File: config.mk
export PLATFORM = sky130hd
export DESIGN_NAME = gbte_front
export DESIGN_NICKNAME = d
export VERILOG_FILES = /design/src/rtl/gap_buffer_text_engine_top_assert.svh /design/src/rtl/gbte_pkg.sv /design/src/rtl/gbte_front.sv
export SDC_FILE = /design/constraint.sdc
export NUM_CORES = 1
export LEC_CHECK = 0
export BUFFER_PORTS_ARGS = -buffer_cell sky130_fd_sc_hd__buf_2
export CORE_MARGIN = 2
export CORE_UTILIZATION = 40
export CTS_CLUSTER_SIZE = 24
export DETAILED_ROUTE_END_ITERATION = 12
export GPL_ROUTABILITY_DRIVEN = 1
export GPL_TIMING_DRIVEN = 0
export PLACE_DENSITY = 0.64
export SYNTH_ARGS = -nofsm -noshare
export SYNTH_HDL_FRONTEND = slang
export SYNTH_SLANG_ARGS = --single-unit
File: constraint.sdc
create_clock -name clock -period 3.2 [get_ports clock]
set_input_delay 0.96 -clock clock [delete_from_list [all_inputs] [get_ports clock]]
set_output_delay 0.96 -clock clock [all_outputs]
set_load 0.05 [all_outputs]
File: src/rtl/gap_buffer_text_engine_top_assert.svh
// Assertion macros for the gap buffer text engine
`ifndef GAP_BUFFER_TEXT_ENGINE_TOP_ASSERT_SVH
`define GAP_BUFFER_TEXT_ENGINE_TOP_ASSERT_SVH

// Implication checked every clock outside reset
`define GB_ASSERT_IMP(label, ante, cons) \
   label: assert property (@(posedge clock) disable iff (reset) (ante) |-> (cons)) \
      else $error("gap buffer check failed");

// Next-cycle implication checked outside reset
`define GB_ASSERT_NXT(label, ante, cons) \
   label: assert property (@(posedge clock) disable iff (reset) (ante) |=> (cons)) \
      else $error("gap buffer check failed");

`endif

File: src/rtl/gbte_pkg.sv
`default_nettype none
package gbte_pkg;
   localparam int CAPACITY = 1024;
   localparam int AW = $clog2(CAPACITY);
   localparam int PW = 11;

   localparam logic [1:0] OP_INSERT = 2'd0;
   localparam logic [1:0] OP_DELETE = 2'd1;
   localparam logic [1:0] OP_MOVE   = 2'd2;
   localparam logic [1:0] OP_READ   = 2'd3;

   localparam logic [1:0] ST_OK    = 2'd0;
   localparam logic [1:0] ST_FULL  = 2'd1;
   localparam logic [1:0] ST_RANGE = 2'd2;

   localparam logic [6:0] GROW_STEP_RESET = 7'd10;

   typedef struct packed {
      logic [1:0]    func;
      logic [PW-1:0] position;
      logic [7:0]    char_in;
   } req_type;

   typedef struct packed {
      logic [7:0]    char_out;
      logic [1:0]    status;
      logic [PW-1:0] cursor_out;
      logic [PW-1:0] text_length;
   } rsp_type;

   typedef enum logic [3:0] {
      S_IDLE, S_DECIDE, S_MVL_RD, S_MVL_WR, S_MVR_RD, S_MVR_WR,
      S_GROW_RD, S_GROW_WR, S_PUT, S_RD_WAIT, S_RD_DONE, S_OUT
   } state_type;
endpackage
`default_nettype wire

File: src/rtl/gbte_front.sv
`default_nettype none
// Two-entry request queue between the port and the engine
module gbte_front (
   input  wire logic              clock,
   input  wire logic              reset,
   input  wire logic              req_valid,
   output logic                   req_stall,
   input  wire gbte_pkg::req_type req_data,
   output logic                   q_valid,
   input  wire logic              q_take,
   output gbte_pkg::req_type      q_data
);
   gbte_pkg::req_type ent_ff [2];
   gbte_pkg::req_type ent_in [2];
   logic       rp_ff, rp_in, wp_ff, wp_in;
   logic [1:0] cnt_ff, cnt_in;
   logic       push;

   assign req_stall = (cnt_ff == 2'd2);
   assign push      = req_valid && !req_stall;
   assign q_valid   = (cnt_ff != 2'd0);
   assign q_data    = ent_ff[rp_ff];

   always_comb begin
      ent_in = ent_ff;
      if (push) begin
         ent_in[wp_ff] = req_data;
      end
      wp_in  = push ? !wp_ff : wp_ff;
      rp_in  = q_take ? !rp_ff : rp_ff;
      cnt_in = cnt_ff + {1'b0, push} - {1'b0, q_take};
   end

   always_ff @(posedge clock) begin
      ent_ff <= ent_in;
      if (reset) begin
         rp_ff  <= 1'b0;
         wp_ff  <= 1'b0;
         cnt_ff <= 2'd0;
      end else begin
         rp_ff  <= rp_in;
         wp_ff  <= wp_in;
         cnt_ff <= cnt_in;
      end
   end
endmodule
`default_nettype wire

==> results.sh <==
export IMPL_globalplace_congestion=0.673
export IMPL_routed_via_density=4.78
export IMPL_die_y_um=69.4
export IMPL_grt_usage_pct=12.6
export IMPL_whs_ns=0.527
export IMPL_status="finished clean"
export IMPL_min_delay_path_depth=2
export IMPL_critPathMaxFanout=10
export IMPL_tns_ns=0
export IMPL_r2r_cells=4
export IMPL_swShare_pct=32.1
export IMPL_yosysSeqAreaShare_pct=78.3
export IMPL_timing_reg2reg_setup_slack_ns=1.32
export IMPL_grt_pass1_vias=1023
export IMPL_synth_cells=88
export IMPL_dp_hpwl_mm=1.87
export IMPL_grt_overflow=0
export IMPL_syn_cell_area_um2=1710
export IMPL_grt_setup_unrepaired="no"
export IMPL_min_period_ns=2.50
export IMPL_synth_distinct_cells=19
export IMPL_clk_latency_ns=0.29
export IMPL_p_seq_share_pct=47.8
export IMPL_final_area_um2=2110
export IMPL_combPwrFrac_pct=27.9
export IMPL_wl_met1_mm=1.01
export IMPL_timing_rr_start="cnt_ff[0]"
export IMPL_grt_max_degree=22
export IMPL_max_cap_violations=0
export IMPL_fmax_mhz=400
export IMPL_first_pass_iters=2
export IMPL_synth_seq_cells=46
export IMPL_skew_ns=0.00568
export IMPL_syn_area_per_cell_um2=19.5
export IMPL_vdd_ir_drop_max_uv=397
export IMPL_path_class="flop to output port"
export IMPL_switchingPower_uw=522
export IMPL_holdBufCountCts=0
export IMPL_post_route_period_util_pct=78.1
export IMPL_htreeDepth=2
export IMPL_grt_pass1_wl_mm=4.66
export IMPL_rows=23
export IMPL_powerDensity_nw_per_um2=771
export IMPL_die_area_um2=4820
export IMPL_ant_nets=0
export IMPL_drt_iter0_drc=27
export IMPL_drive_above_1_share_pct=56.3
export IMPL_antenna_found_initial=0
export IMPL_insertedDiodeCount=0
export IMPL_synthFlopType="edfxtp_1"
export IMPL_area_growth_pct=23.4
export IMPL_final_cells=192
export IMPL_cp_data_required_time_ns=2.24
export IMPL_start_util_pct=42.2
export IMPL_leakagePower_uw=0.000828
export IMPL_dr_max_layer_used="met4"
export IMPL_endpoint="q_data[9]"
export IMPL_finalWirelength_mm=2.71
export IMPL_wl_met2_mm=1.47
export IMPL_synthesis_nets=115
export IMPL_cts_sinks=46
export IMPL_cp_end_kind="output port"
export IMPL_arrival_ns=1.54
export IMPL_hold_path_class="flop to flop"
export IMPL_root_buffer="clkbuf_8"
export IMPL_finalHoldViolations=0
export IMPL_core_um2=4060
export IMPL_nets=169
export IMPL_cp_startpoint="rp_ff"
export IMPL_async_flop_share_pct=0
export IMPL_placed_area_um2=2010
export IMPL_setup_violations=0
export IMPL_cp_start_kind="flop"
export IMPL_met3WireLength_um=191
export IMPL_cts_buffers=5
export IMPL_synth_edff_count=42
export IMPL_port_buffer_count=47
export IMPL_yosysWarnings=0
export IMPL_cts_tree="done"
export IMPL_p_clk_share_pct=24.3
export IMPL_clk_pin_slew_ns=0.07
export IMPL_io_pin_count=48
export IMPL_internal_power_uw=1110
export IMPL_place_inst=185
export IMPL_max_slew_margin_rel_pct=43.4
export IMPL_cts_path_max_buffers=2
export IMPL_final_max_slew_viol_count=0
export IMPL_vias=917
export IMPL_route_detailed_drc=0
export IMPL_cts_setup_buffers=0
export IMPL_multi_input_comb_area_um2=344
export IMPL_tightest_slew_ns=0.848
export IMPL_nFillCells=354
export IMPL_ctsResizeCount=0
export IMPL_wl_per_cell_um=14.1
export IMPL_r2r_end="ent_ff[25]"
export IMPL_die_width_um=69.4
export IMPL_seq_area_um2=1340
## sequential cells by signal, indices dropped and copies added, names as in the netlist
signal	count
ent_ff	42
wp_ff	1
rp_ff	1
cnt_ff	2
## through the flow
stage / util (%) / total power, uW / setup slack [ns]
2_1_floorplan: - / 1150 / 1.05
3_3_place_gp: 49.6 / 1240 / 0.716
3_5_place_dp: 49.6 / 1250 / 0.639
4_1_cts: 52.1 / 1650 / 0.667
5_1_grt: 52.1 / 1710 / 0.591
6_report: 52.1 / 1630 / 0.700
## per-layer routing
layer  up-vias  global-route usage, %
met1       442                   13.0
met4         0                   3.92
li1        434                      -
met2        36                   23.3
met5         -                      0
met3         5                   4.94
## worst min-delay path by stage
stage                      from     to  slack, ns
after detailed placement  wp_ff  wp_ff       0.52
after floorplan           wp_ff  wp_ff       0.45
final                     wp_ff  wp_ff       0.53
after CTS                 wp_ff  wp_ff       0.54
after global routing      wp_ff  wp_ff       0.59
after global placement    wp_ff  wp_ff       0.47
## area by class of cell
class	instances	share of cell area (%)
clock buffers	5	3.26
repair buffers	47	11.1
clock inverters	2	1.60
inverters	4	0.710
flip-flops and latches	46	63.5
multi-input cells	36	16.3
plain buffers	2	0.592
well taps	50	2.96
## kinds of logic after synthesis
logic type | synth area share, %
AO/OA/AOI/OAI | 0.584
XOR/XNOR | 1.53
adder cells (fa/ha/maj) | 1.46
buffers and inverters | 1.61
flip-flops | 78.3
multiplexers | 13.8
AND/OR/NAND/NOR | 2.70
## worst max-delay path: stages (launching register included)
cell     delay, ns
dfxtp_1       0.38
buf_2         0.28
mux2_2        0.38
buf_2         0.21
## power groups by stage
stage          Sequential (uW)  Clock (uW)  Combinational [uW]
3_3_place_gp               787           0                 453
6_report                   778         396                 455
5_1_grt                    790         437                 486
3_5_place_dp               793           0                 461
4_1_cts                    780         411                 463
2_1_floorplan              784           0                 365
## synth_stat cells (all sizes together) (2+ instances only)
cell type	n	share of area, %
edfxtp	42	74
mux2	21	14
dfxtp	4	4.7
inv	4	0.88
buf	2	0.73
ha	2	1.5
nor2	2	0.44
xnor2	2	1.0
## cells in the final DEF, fill, tap and decap left out, types with 2 or more instances in the layout
| cell type | Yosys | final |
|---|---|---|
| clkbuf_8 | 0 | 5 |
| ha_1 | 2 | 2 |
| inv_1 | 3 | 3 |
| xnor2_1 | 2 | 2 |
| dfxtp_1 | 4 | 4 |
| nor2_1 | 2 | 2 |
| buf_2 | 1 | 48 |
| edfxtp_1 | 42 | 42 |
| mux2_2 | 21 | 21 |
Note: power is estimated with default switching activity, not from simulation.
